File: src/design/brz_pkg.sv
// ----------------------------------------------------------------------------
// brz_pkg
// Shared types and constants of the line rasteriser: microcode control word,
// step codes, configuration register indexes and the status passed back to
// the sequencer.
// ----------------------------------------------------------------------------
package brz_pkg;

  // Configuration register indexes
  localparam int CFG_IDX_W  = 2;
  localparam int CFG_DATA_W = 7;
  localparam logic [CFG_IDX_W-1:0] REG_SCREEN_WIDTH      = 2'd0;
  localparam logic [CFG_IDX_W-1:0] REG_SCREEN_HEIGHT     = 2'd1;
  localparam logic [CFG_IDX_W-1:0] REG_FIRST_VISIBLE_ROW = 2'd2;

  // Field widths
  localparam int COORD_W = 6;
  localparam int PIX_W   = 8;
  localparam int ADDR_W  = 12;
  localparam int COLOR_W = 24;
  localparam int DIM_W   = 7;
  localparam int ROW_W   = 6;
  localparam int ERR_W   = 9;

  // Microprogram steps
  localparam int UPC_W = 2;
  localparam logic [UPC_W-1:0] STEP_WAIT  = 2'd0;
  localparam logic [UPC_W-1:0] STEP_SETUP = 2'd1;
  localparam logic [UPC_W-1:0] STEP_PLOT  = 2'd2;

  // Condition under which a step repeats
  typedef enum logic [1:0] {
    HOLD_NEVER,
    HOLD_NO_INPUT,
    HOLD_NOT_LAST
  } hold_sel_t;

  typedef struct packed {
    logic             accept;   // take a command word
    logic             setup;    // order endpoints, derive deltas
    logic             plot;     // emit one pixel and advance
    hold_sel_t        hold_sel;
    logic             jump;     // leave to target instead of the next step
    logic [UPC_W-1:0] target;
  } ctl_word_t;

  typedef struct packed {
    logic in_valid;
    logic out_free;
    logic at_last;
  } seq_status_t;

  typedef struct packed {
    logic [DIM_W-1:0] screen_width;
    logic [DIM_W-1:0] screen_height;
    logic [ROW_W-1:0] first_visible_row;
  } cfg_t;

  // Control store
  function automatic ctl_word_t ucode_rom(input logic [UPC_W-1:0] step);
    ctl_word_t w;
    w = '{accept: 1'b0, setup: 1'b0, plot: 1'b0, hold_sel: HOLD_NEVER,
          jump: 1'b1, target: STEP_WAIT};
    unique case (step)
      STEP_WAIT: begin
        w.accept   = 1'b1;
        w.hold_sel = HOLD_NO_INPUT;
        w.jump     = 1'b0;
      end
      STEP_SETUP: begin
        w.setup = 1'b1;
        w.jump  = 1'b0;
      end
      STEP_PLOT: begin
        w.plot     = 1'b1;
        w.hold_sel = HOLD_NOT_LAST;
        w.jump     = 1'b1;
        w.target   = STEP_WAIT;
      end
      default: begin
        w.jump   = 1'b1;
        w.target = STEP_WAIT;
      end
    endcase
    return w;
  endfunction

endpackage

File: src/design/brz_sequencer.sv
// ----------------------------------------------------------------------------
// brz_sequencer
// Step counter over the control store: repeats a step while its hold
// condition stands, then jumps or advances.
// ----------------------------------------------------------------------------
module brz_sequencer (
  input  logic                 clk,
  input  logic                 rst,
  input  brz_pkg::seq_status_t status,
  output brz_pkg::ctl_word_t   ctl
);
  import brz_pkg::*;

  logic [UPC_W-1:0] upc;
  logic [UPC_W-1:0] upc_next;
  logic             hold;

  // Fetch the control word of the current step
  assign ctl = ucode_rom(upc);

  // Evaluate the hold condition
  always_comb begin
    case (ctl.hold_sel)
      HOLD_NO_INPUT: hold = !status.in_valid;
      HOLD_NOT_LAST: hold = !(status.out_free && status.at_last);
      default:       hold = 1'b0;
    endcase
  end

  // Pick the next step
  always_comb begin
    if (hold) begin
      upc_next = upc;
    end else if (ctl.jump) begin
      upc_next = ctl.target;
    end else begin
      upc_next = upc + UPC_W'(1);
    end
  end

  always_ff @(posedge clk) begin
    if (rst) begin
      upc <= STEP_WAIT;
    end else begin
      upc <= upc_next;
    end
  end

endmodule

File: src/design/brz_datapath.sv
// ----------------------------------------------------------------------------
// brz_datapath
// Command registers, endpoint ordering, error-term stepping, screen
// mapping with clipping and the output word register.
// ----------------------------------------------------------------------------
module brz_datapath #(
  parameter int MAX_DIM = 64
) (
  input  logic                                clk,
  input  logic                                rst,
  input  brz_pkg::ctl_word_t                  ctl,
  input  brz_pkg::cfg_t                       cfg,
  output brz_pkg::seq_status_t                status,
  input  logic                                in_valid,
  input  logic signed [brz_pkg::COORD_W-1:0]  start_x,
  input  logic signed [brz_pkg::COORD_W-1:0]  start_y,
  input  logic signed [brz_pkg::COORD_W-1:0]  end_x,
  input  logic signed [brz_pkg::COORD_W-1:0]  end_y,
  input  logic        [brz_pkg::COLOR_W-1:0]  color,
  output logic                                out_valid,
  input  logic                                out_ready,
  output logic signed [brz_pkg::PIX_W-1:0]    pixel_x,
  output logic signed [brz_pkg::PIX_W-1:0]    pixel_y,
  output logic        [brz_pkg::ADDR_W-1:0]   pixel_address,
  output logic        [brz_pkg::COLOR_W-1:0]  pixel_color,
  output logic                                visible,
  output logic                                last
);
  import brz_pkg::*;

  localparam int CW = $clog2(MAX_DIM);

  // Command word
  logic signed [COORD_W-1:0] ax, ay, bx, by;
  logic        [COLOR_W-1:0] cmd_color;

  // Stepping state
  logic signed [COORD_W-1:0] px, py;
  logic        [COORD_W-1:0] major, minor;
  logic                      dir_neg;
  logic                      xmajor;
  logic signed [ERR_W-1:0]   err;
  logic        [CW-1:0]      rem;

  // Setup terms
  logic signed [COORD_W:0]   dx, dy, adx, ady, md;
  logic                      xmaj_s, swap_s;
  logic signed [COORD_W-1:0] px_s, py_s, ex_s, ey_s;
  logic signed [COORD_W:0]   major_d;
  logic        [COORD_W-1:0] minor_s;
  logic        [CW-1:0]      rem_s;

  // Step terms
  logic signed [ERR_W-1:0]   err_sum;
  logic signed [ERR_W:0]     two_err;
  logic                      step_minor;
  logic signed [COORD_W-1:0] minor_inc;

  // Pixel terms
  logic signed [PIX_W-1:0]   sx, sy;
  logic                      vis;
  logic        [2*DIM_W-1:0] prod;
  logic        [ADDR_W-1:0]  addr;
  logic                      out_free;
  logic                      plot_fire;

  assign out_free  = !out_valid || out_ready;
  assign plot_fire = ctl.plot && out_free;

  assign status.in_valid = in_valid;
  assign status.out_free = out_free;
  assign status.at_last  = (rem == '0);

  // Order endpoints and derive deltas
  always_comb begin
    dx     = COORD_W'(0) + (COORD_W+1)'(bx) - (COORD_W+1)'(ax);
    dy     = (COORD_W+1)'(by) - (COORD_W+1)'(ay);
    adx    = dx[COORD_W] ? -dx : dx;
    ady    = dy[COORD_W] ? -dy : dy;
    xmaj_s = (adx >= ady);
    swap_s = xmaj_s ? !(ax < bx) : !(ay < by);
    px_s   = swap_s ? bx : ax;
    py_s   = swap_s ? by : ay;
    ex_s   = swap_s ? ax : bx;
    ey_s   = swap_s ? ay : by;
    if (xmaj_s) begin
      major_d = (COORD_W+1)'(ex_s) - (COORD_W+1)'(px_s);
      md      = (COORD_W+1)'(ey_s) - (COORD_W+1)'(py_s);
    end else begin
      major_d = (COORD_W+1)'(ey_s) - (COORD_W+1)'(py_s);
      md      = (COORD_W+1)'(ex_s) - (COORD_W+1)'(px_s);
    end
    minor_s = md[COORD_W] ? COORD_W'(-md) : COORD_W'(md);
    // Cap the pixel count at MAX_DIM
    if (32'(major_d[COORD_W-1:0]) > 32'(MAX_DIM - 1)) begin
      rem_s = CW'(MAX_DIM - 1);
    end else begin
      rem_s = CW'(major_d[COORD_W-1:0]);
    end
  end

  // Advance the error term
  always_comb begin
    err_sum    = err + $signed({{(ERR_W-COORD_W){1'b0}}, minor});
    two_err    = {err_sum, 1'b0};
    step_minor = (two_err >= $signed({{(ERR_W+1-COORD_W){1'b0}}, major}));
    minor_inc  = dir_neg ? -COORD_W'(1) : COORD_W'(1);
  end

  // Map to screen and clip
  always_comb begin
    sx   = PIX_W'(px) + $signed({2'b00, cfg.screen_width[DIM_W-1:1]});
    sy   = PIX_W'(py) + $signed({2'b00, cfg.screen_height[DIM_W-1:1]});
    vis  = !sx[PIX_W-1] && (sx < $signed({1'b0, cfg.screen_width}))
        && (sy >= $signed({2'b00, cfg.first_visible_row}))
        && (sy < $signed({1'b0, cfg.screen_height}));
    prod = {{DIM_W{1'b0}}, sy[DIM_W-1:0]} * {{DIM_W{1'b0}}, cfg.screen_width};
    addr = vis ? (prod[ADDR_W-1:0] + {{(ADDR_W-DIM_W){1'b0}}, sx[DIM_W-1:0]}) : '0;
  end

  // Take the command word
  always_ff @(posedge clk) begin
    if (ctl.accept && in_valid) begin
      ax        <= start_x;
      ay        <= start_y;
      bx        <= end_x;
      by        <= end_y;
      cmd_color <= color;
    end
  end

  // Set up, then step one pixel per plot
  always_ff @(posedge clk) begin
    if (ctl.setup) begin
      px      <= px_s;
      py      <= py_s;
      major   <= major_d[COORD_W-1:0];
      minor   <= minor_s;
      dir_neg <= md[COORD_W];
      xmajor  <= xmaj_s;
      err     <= '0;
      rem     <= rem_s;
    end else if (plot_fire) begin
      rem <= rem - CW'(1);
      err <= step_minor ? (err_sum - $signed({{(ERR_W-COORD_W){1'b0}}, major})) : err_sum;
      if (xmajor) begin
        px <= px + COORD_W'(1);
        if (step_minor) begin
          py <= py + minor_inc;
        end
      end else begin
        py <= py + COORD_W'(1);
        if (step_minor) begin
          px <= px + minor_inc;
        end
      end
    end
  end

  // Output word register
  always_ff @(posedge clk) begin
    if (rst) begin
      out_valid <= 1'b0;
    end else if (plot_fire) begin
      out_valid <= 1'b1;
    end else if (out_ready) begin
      out_valid <= 1'b0;
    end
  end

  always_ff @(posedge clk) begin
    if (plot_fire) begin
      pixel_x       <= sx;
      pixel_y       <= sy;
      pixel_address <= addr;
      pixel_color   <= cmd_color;
      visible       <= vis;
      last          <= (rem == '0);
    end
  end

endmodule

File: src/design/bresenham_line_rasterizer.sv
// ----------------------------------------------------------------------------
// bresenham_line_rasterizer
// Line rasteriser: turns a two-endpoint line command into a stream of
// clipped screen pixels with framebuffer addresses.
// ----------------------------------------------------------------------------
// Usage:
//   Input channel (in_valid/in_ready) takes one command word: two endpoints
//   relative to the screen centre and a colour. Output channel
//   (out_valid/out_ready) gives one word per pixel, the final one with last.
//   Configuration channel (cfg_valid/cfg_ready, always ready) writes screen
//   width, screen height and first visible row; write it only while idle.
//   A line of N pixels (N = major delta + 1, at most MAX_DIM) occupies the
//   block from its command to its last pixel: the wait step takes the
//   command, the setup step orders the endpoints, then the microcoded plot
//   step gives one pixel per cycle while the output register is free.
//   A new command is taken only once the last pixel sits in the output
//   register. When the receiver stalls, the output register holds its word
//   and the plot step waits; nothing is dropped.
//   Reset returns the sequencer to its wait step, empties the output
//   register and sets width 64, height 64, first visible row 0.
// ----------------------------------------------------------------------------
module bresenham_line_rasterizer #(
  parameter int MAX_DIM = 64
) (
  input  logic                                 clk,
  input  logic                                 rst,
  input  logic                                 in_valid,
  output logic                                 in_ready,
  input  logic signed [brz_pkg::COORD_W-1:0]   start_x,
  input  logic signed [brz_pkg::COORD_W-1:0]   start_y,
  input  logic signed [brz_pkg::COORD_W-1:0]   end_x,
  input  logic signed [brz_pkg::COORD_W-1:0]   end_y,
  input  logic        [brz_pkg::COLOR_W-1:0]   color,
  output logic                                 out_valid,
  input  logic                                 out_ready,
  output logic signed [brz_pkg::PIX_W-1:0]     pixel_x,
  output logic signed [brz_pkg::PIX_W-1:0]     pixel_y,
  output logic        [brz_pkg::ADDR_W-1:0]    pixel_address,
  output logic        [brz_pkg::COLOR_W-1:0]   pixel_color,
  output logic                                 visible,
  output logic                                 last,
  input  logic                                 cfg_valid,
  output logic                                 cfg_ready,
  input  logic        [brz_pkg::CFG_IDX_W-1:0] cfg_index,
  input  logic        [brz_pkg::CFG_DATA_W-1:0] cfg_data
);
  import brz_pkg::*;

  cfg_t        cfg;
  ctl_word_t   ctl;
  seq_status_t status;

  assign cfg_ready = 1'b1;
  assign in_ready  = ctl.accept;

  // Configuration registers; unknown indexes are dropped
  always_ff @(posedge clk) begin
    if (rst) begin
      cfg.screen_width      <= DIM_W'(64);
      cfg.screen_height     <= DIM_W'(64);
      cfg.first_visible_row <= '0;
    end else if (cfg_valid && cfg_ready) begin
      case (cfg_index)
        REG_SCREEN_WIDTH:      cfg.screen_width      <= cfg_data[DIM_W-1:0];
        REG_SCREEN_HEIGHT:     cfg.screen_height     <= cfg_data[DIM_W-1:0];
        REG_FIRST_VISIBLE_ROW: cfg.first_visible_row <= cfg_data[ROW_W-1:0];
        default: ;
      endcase
    end
  end

  brz_sequencer u_seq (
    .clk    (clk),
    .rst    (rst),
    .status (status),
    .ctl    (ctl)
  );

  brz_datapath #(
    .MAX_DIM (MAX_DIM)
  ) u_dp (
    .clk           (clk),
    .rst           (rst),
    .ctl           (ctl),
    .cfg           (cfg),
    .status        (status),
    .in_valid      (in_valid),
    .start_x       (start_x),
    .start_y       (start_y),
    .end_x         (end_x),
    .end_y         (end_y),
    .color         (color),
    .out_valid     (out_valid),
    .out_ready     (out_ready),
    .pixel_x       (pixel_x),
    .pixel_y       (pixel_y),
    .pixel_address (pixel_address),
    .pixel_color   (pixel_color),
    .visible       (visible),
    .last          (last)
  );

endmodule

File: config.mk
export PLATFORM = sky130hd
export DESIGN_NAME = bresenham_line_rasterizer
export DESIGN_NICKNAME = d
export VERILOG_FILES = /design/src/design/brz_pkg.sv /design/src/design/brz_sequencer.sv /design/src/design/brz_datapath.sv /design/src/design/bresenham_line_rasterizer.sv
export SDC_FILE = /design/constraint.sdc
export NUM_CORES = 1
export LEC_CHECK = 0
export BUFFER_PORTS_ARGS = -buffer_cell sky130_fd_sc_hd__buf_2
export CAP_MARGIN = 20
export CORE_ASPECT_RATIO = 1.1
export CORE_MARGIN = 2
export CORE_UTILIZATION = 45
export CTS_BUF_LIST = sky130_fd_sc_hd__clkbuf_8
export DETAILED_ROUTE_END_ITERATION = 7
export PLACE_DENSITY = 0.75
export SLEW_MARGIN = 20
export SYNTH_ARGS = -nofsm -noshare
export SYNTH_HDL_FRONTEND = slang
export SYNTH_SLANG_ARGS = --single-unit
File: constraint.sdc
create_clock -name clk -period 6.8 [get_ports clk]
set_clock_uncertainty 0.1 [all_clocks]
set_input_delay 0.34 -clock clk [delete_from_list [all_inputs] [get_ports clk]]
set_output_delay 0.34 -clock clk [all_outputs]
set_load 0.02 [all_outputs]
==> results of run 1 <==
## cell families (layout without fill, tap and decap cells)
logic type      Yosys count  after routing  share of synthesized area (%)
mux                      37             37                           3.35
simple gates            292            292                           12.9
other cells               1              1                         0.0335
fa+ha+maj               148            148                           19.1
flops                   166            166                           41.7
xor+xnor                 77             77                           6.03
compound gates          195            195                           11.3
buf+inv                 151            327                           5.64
## flip-flops by register name, summed over array words and instances (netlist names), 8 cells and up
name                cells
u_dp.pixel_address     12
u_dp.cmd_color         24
cfg                    20
u_dp.pixel_y            8
u_dp.err                9
u_dp.pixel_x            8
u_dp.pixel_color       24
## worst reg2reg max path: cells and delay by family (launching register included)
kind                       cells  cell delay [ps]
buffers and inverters          2              440
muxes                          1              340
DFF                            1              440
AOI/OAI and AO/OA              9             1840
adders and majority gates      3             1090
and+or+nand+nor                7             1500
xor gates and xnor gates       1              140
## how the worst min path moves through the flow
| stage | end | slack, ps | cells past startpoint |
|---|---|---|---|
| CTS | cfg[19]$_SDFFE_PP1P_ | 4 | 2 |
| finish | cfg[19]$_SDFFE_PP1P_ | 20 | 2 |
| detailed placement | u_dp.pixel_color[10]$_DFFE_PP_ | 300 | 0 |
| global placement | u_dp.pixel_color[4]$_DFFE_PP_ | 300 | 0 |
| global route | cfg[19]$_SDFFE_PP1P_ | 1 | 2 |
| floorplan | u_dp.pixel_color[0]$_DFFE_PP_ | 300 | 0 |
## repair_timing
item	CTS	global route
gates resized for setup	0	1
hold endpoints to repair	48	0
setup endpoints to repair	0	4
hold buffers	48	0
## per-layer routing
metal,part of all wire (%),routed length (µm),track usage (%),vias to the layer above
li1,-,-,-,4013
met2,52,12400,34.5,194
met1,43,10300,23.3,3913
met5,0,0,0,-
met3,4.0,969,3.40,26
met4,1.4,334,5.60,0
## layout make-up
type                    instances  area [µm²]  share of cell area [%]
multi-input cells             750        5910                    45.5
flip-flops and latches        166        4660                    35.9
repair buffers                174        1130                    8.72
inverters                     121         454                    3.50
well taps                     310         388                    2.98
clock buffers                  17         234                    1.80
clock inverters                15         206                    1.59
## power breakdown
part / switching [mW] / total (mW) / leakage [nW] / internal [mW]
sequential: 0.0958 / 1.42 / 1.52 / 1.33
combinational: 1.70 / 2.95 / 4.06 / 1.25
clock: 0.472 / 0.768 / 0.219 / 0.296
## cell usage after synthesis (5+ instances only)
master / n / share of area [%]
nor2b_1: 22 / 1.2
edfxtp_1: 134 / 36
xnor2_1: 55 / 4.3
xor2_1: 22 / 1.7
and3_1: 7 / 0.39
a21oi_1: 76 / 3.4
inv_1: 119 / 4.0
fa_1: 38 / 6.8
clkbuf_1: 13 / 0.44
and2_1: 26 / 1.5
nor2_1: 95 / 3.2
dfxtp_1: 32 / 5.7
nand2_1: 69 / 2.3
nor3_1: 9 / 0.40
ha_1: 110 / 12
a211oi_1: 5 / 0.34
a31oi_1: 5 / 0.28
o21ai_0: 33 / 1.5
nand4_1: 5 / 0.28
buf_6: 6 / 0.60
nand2b_1: 22 / 1.2
mux2i_1: 33 / 3.0
o21bai_1: 11 / 0.74
o21a_1: 9 / 0.60
nand3_1: 12 / 0.54
a21o_1: 21 / 1.4
## stage by stage
step / total power [mW] / instances / utilization [%] / area [µm²] / setup slack, ps
2_1_floorplan: 3.74 / 1067 / - / 11200 / 1350
3_3_place_gp: 4.23 / 1473 / 49.3 / 12100 / 672
3_5_place_dp: 4.33 / 1473 / 49.3 / 12100 / 520
4_1_cts: 5.14 / 1553 / 53.0 / 13000 / 494
5_1_grt: 5.57 / 1553 / 53.1 / 13000 / 46.0
6_report: 5.14 / 1553 / 53.1 / 13000 / 657
==> results_dict.tcl, run 1 <==
set metrics [dict create \
    finalCriticalPeriod_ps 6140 \
    finalWirelength_um 24000 \
    grt_antenna_before_repair 0 \
    syn-num-nets 1277 \
    syn_area_per_cell_um2 10.5 \
    crit_path_end_kind "register" \
    drv_slew 0 \
    cts_buffers 17 \
    drc_errors 0 \
    synth_area_um2 11200 \
    peakVddDrop_mv 0.252 \
    required_ps 6930 \
    critPathBufInv 2 \
    vias_per_cell 5.25 \
    cts.clk_slew.worst_paths_ps 110 \
    io_pins 119 \
    vias 8146 \
    cp_cell_sequence "ha_1 -> nor2b_1 -> o21ai_0 -> nand2b_1 -> a211oi_1 -> a21oi_1 -> or4_1 -> ha_1 -> and2_1 -> nand4_1 -> nor2b_2 -> buf_4 -> inv_2 -> a22o_4 -> mux2i_1 -> ha_1 -> nand3_1 -> o21ai_0 -> o41ai_2 -> a21oi_1 -> o32a_1 -> a31oi_1 -> xnor2_1" \
    rsz0062_at_grt "false" \
    dieArea_um2 26100 \
    finalCritPeriodShare_pct 90.3 \
    crit_type "reg2reg" \
    area_growth_pct 16.1 \
    status "completed" \
    path_max_fanout 29 \
    cts_tree "done" \
    portBuffers 117 \
    tightest_slew_ps 1030 \
    fin_tns_setup_ps 0 \
    start_util_pct 45.7 \
    crit_arrival_ps 6270 \
    crit_family "compound AO/OA/AOI/OAI gates" \
    cts_setup_buffers 0 \
    cts_sinks 166 \
    cp.depth 23 \
    synth.distinct_cells 70 \
    final_common_cell "edfxtp_1" \
    setup_viol 0 \
    cpMostUsedCell "ha_1" \
    yosys_warnings 0 \
    core_area_um2 24500 \
    drtIter0Drc 518 \
    die_y_um 169 \
    final_nets 1440 \
    p_per_area_nw_per_um2 395 \
    regToRegStartpoint "u_dp.by[2]$_DFFE_PP_" \
    async_reset_ff_share_pct 0 \
    reg2reg_depth 23 \
    start_kind "register" \
    most-common-layout-cells "134 x edfxtp_1, 118 x inv_1, 117 x buf_2" \
    num_antenna_cells 0 \
    root_buffer "clkbuf_8" \
    fillerInstances 2170 \
    grt.total_usage_pct 19.1 \
    grt_pass1_vias 8210 \
    min_from "cfg_data[6]" \
    seq_area_frac_synth_pct 41.7 \
    die_w_um 154 \
    grt_max_degree 66 \
    grt_pass1_wl_um 39800 \
    r2r_end "u_dp.minor[5]$_DFFE_PP_" \
    synth-seq-cells 166 \
    dp_hpwl_um 17900 \
    hold_ws_ps 21.4 \
    leakage_nw 5.79 \
    slew_headroom_pct 31.1 \
    synthFlopType "edfxtp_1" \
    gp_congestion 0.908 \
    htreeDepth 4 \
    drive_above_1_share_pct 15.0 \
    min_path_type "in2reg" \
    final_antenna_net_count 0 \
    synth-edff-count 134 \
    clockBufferDepth 2 \
    clock_latency_ps 480 \
    drv_cap 0 \
    max_freq_mhz 163 \
    finalHoldViolations 0 \
    rrSetupSlack_ps 660 \
    wl_per_cell_um 15.5 \
    fp-row-count 60 \
    syn_inst 1067 \
    critical-path-slowest-cell "or4_1" \
    firstDrtPassIters 4 \
    cp-endpoint "u_dp.minor[5]$_DFFE_PP_" \
    cp-startpoint "u_dp.by[2]$_DFFE_PP_" \
    overflow 0 \
    max_stage_delay_ps 550 \
]
Power figures use the tool's default switching activity.
==> run 2: changes to the inputs <==
--- a/config.mk
+++ b/config.mk
@@ -8,7 +8,6 @@
 export BUFFER_PORTS_ARGS = -buffer_cell sky130_fd_sc_hd__buf_2
 export CAP_MARGIN = 20
 export CORE_ASPECT_RATIO = 1.1
-export CORE_MARGIN = 2
 export CORE_UTILIZATION = 45
 export CTS_BUF_LIST = sky130_fd_sc_hd__clkbuf_8
 export DETAILED_ROUTE_END_ITERATION = 7
==> run 2 against run 1 <==
Against the previous run: the flow now finishes with violations (design-rule violations); via count fell by 0.16%; hold slack improved by 16 ps; clock-buffer cell count did not move; largest cell class unchanged; largest power group unchanged.
==> results_dict.tcl, run 2 (synthesized netlist as in run 1, its figures left out) <==
set metrics [dict create \
    status "finished, violations left" \
    violations "design-rule violations" \
    tightest_slew_ps 1020 \
    drv_cap 0 \
    p_per_area_nw_per_um2 394 \
    crit_path_end_kind "register" \
    final_nets 1442 \
    grt_pass1_wl_um 39600 \
    max_freq_mhz 159 \
    core_area_um2 24500 \
    htreeDepth 4 \
    slew_headroom_pct 31.7 \
    routed-wl-met2_um 11900 \
    cts_sinks 166 \
    grt.total_usage_pct 19.4 \
    placedCellCount 1475 \
    dieArea_um2 25500 \
    preCtsSetupSlack_ps 410 \
    start_util_pct 45.7 \
    clock_latency_ps 470 \
    cts_buffers 17 \
    peakVddDrop_mv 0.233 \
    cts_tree "done" \
    firstDrtPassIters 7 \
    fin_cells 1555 \
    drtIter0Drc 461 \
    num_antenna_cells 0 \
    cts.clk_slew.worst_paths_ps 100 \
    finalWirelength_um 23800 \
    die_y_um 167 \
    grt_pass1_vias 8184 \
    most-common-layout-cells "134 x edfxtp_1, 118 x inv_1, 117 x buf_2" \
    drive_above_1_share_pct 15.1 \
    leakage_nw 5.80 \
    portBuffers 117 \
    die_w_um 152 \
    gp_congestion 0.877 \
    fillerInstances 2137 \
    final_common_cell "edfxtp_1" \
    wl_per_cell_um 15.3 \
    fin_tns_setup_ps 0 \
    rsz0062_at_grt "false" \
    required_ps 6920 \
    root_buffer "clkbuf_8" \
    crit_type "reg2reg" \
    drv_slew 0 \
    overflow 0 \
    fp-row-count 60 \
    vias_per_cell 5.23 \
    reg_top3 "u_dp.cmd_color: 24 flops, u_dp.pixel_color: 24 flops, cfg: 20 flops" \
    wl_met1_um 10200 \
    clockBufferDepth 2 \
    hold_ws_ps 37.1 \
    grt_antenna_before_repair 0 \
    fin_util_pct 53.1 \
    path_max_fanout 29 \
    area_growth_pct 16.3 \
    wl_met3_um 1220 \
    setup_viol 0 \
    io_pins 119 \
    final_antenna_net_count 0 \
    timing.final.ws_setup_ps 523 \
    finalHoldViolations 0 \
    dp_hpwl_um 17700 \
    grt_max_degree 67 \
    highest_layer "met4" \
    finalCritPeriodShare_pct 92.3 \
    drc_errors 8 \
    start_kind "register" \
    vias 8133 \
    crit_arrival_ps 6400 \
    finalCriticalPeriod_ps 6280 \
    min_path_type "in2reg" \
]
run 2: path summary, 6_finish.rpt:
path	from	end	slack, ps	cells past startpoint
setup / recovery	u_dp.by[2]$_DFFE_PP_	u_dp.minor[5]$_DFFE_PP_	520	22
hold / removal	cfg_data[6]	cfg[19]$_SDFFE_PP1P_	40	2
setup reg to reg	u_dp.by[2]$_DFFE_PP_	u_dp.minor[5]$_DFFE_PP_	520	22
hold reg to reg	u_dp.cmd_color[19]$_DFFE_PP_	u_dp.pixel_color[19]$_DFFE_PP_	330	0
run 2: cell type report:
cell class | instances | area, µm² | area share [%]
sequential | 166 | 4660 | 35.9
clock inverter | 15 | 211 | 1.63
multi-input combinational | 750 | 5910 | 45.4
tap | 310 | 388 | 2.98
inverter | 121 | 454 | 3.49
clock buffer | 17 | 234 | 1.80
timing repair buffer | 176 | 1150 | 8.83
run 2: worst max-delay path, stage by stage, from the launching register on:
cell      delay, ps
edfxtp_1        440
ha_1            510
nor2b_1         210
o21ai_0         140
nand2b_1        110
a211oi_1        300
a21oi_1         170
or4_1           560
ha_1            340
and2_1          140
nand4_1         190
nor2b_2         210
buf_4           190
inv_2           250
a22o_4          410
mux2i_1         170
ha_1            230
and3_1          200
nor4_2          330
nor3b_1         110
o32a_1          430
a31oi_1         200
xnor2_1          80
run 2: through the flow:
step	area [µm²]	power [mW]
3_3_place_gp	12100	4.23
4_1_cts	13000	5.13
2_1_floorplan	11200	3.74
5_1_grt	13000	5.57
6_report	13000	5.13
3_5_place_dp	12100	4.32
run 2: repair_timing:
item / 4_1_cts / 5_1_grt
hold buffers: 48 / 0
setup endpoints to repair: 0 / 4
hold endpoints to repair: 48 / 0
gates resized for setup: 0 / 1
buffers inserted: 0 / 0
run 2: report_power, final:
group	total, mW	switching, mW	internal (mW)	leakage (nW)
Clock	0.774	0.475	0.299	0.220
Combinational	2.93	1.68	1.25	4.06
Sequential	1.42	0.0953	1.33	1.52
Total	5.13	2.25	2.88	5.80
run 2: per-layer routing:
layer | global-route usage, % | vias to the layer above
li1 | - | 4013
met1 | 23.4 | 3869
met2 | 35.0 | 216
met3 | 3.42 | 35
met4 | 6.61 | 0
met5 | 0 | -
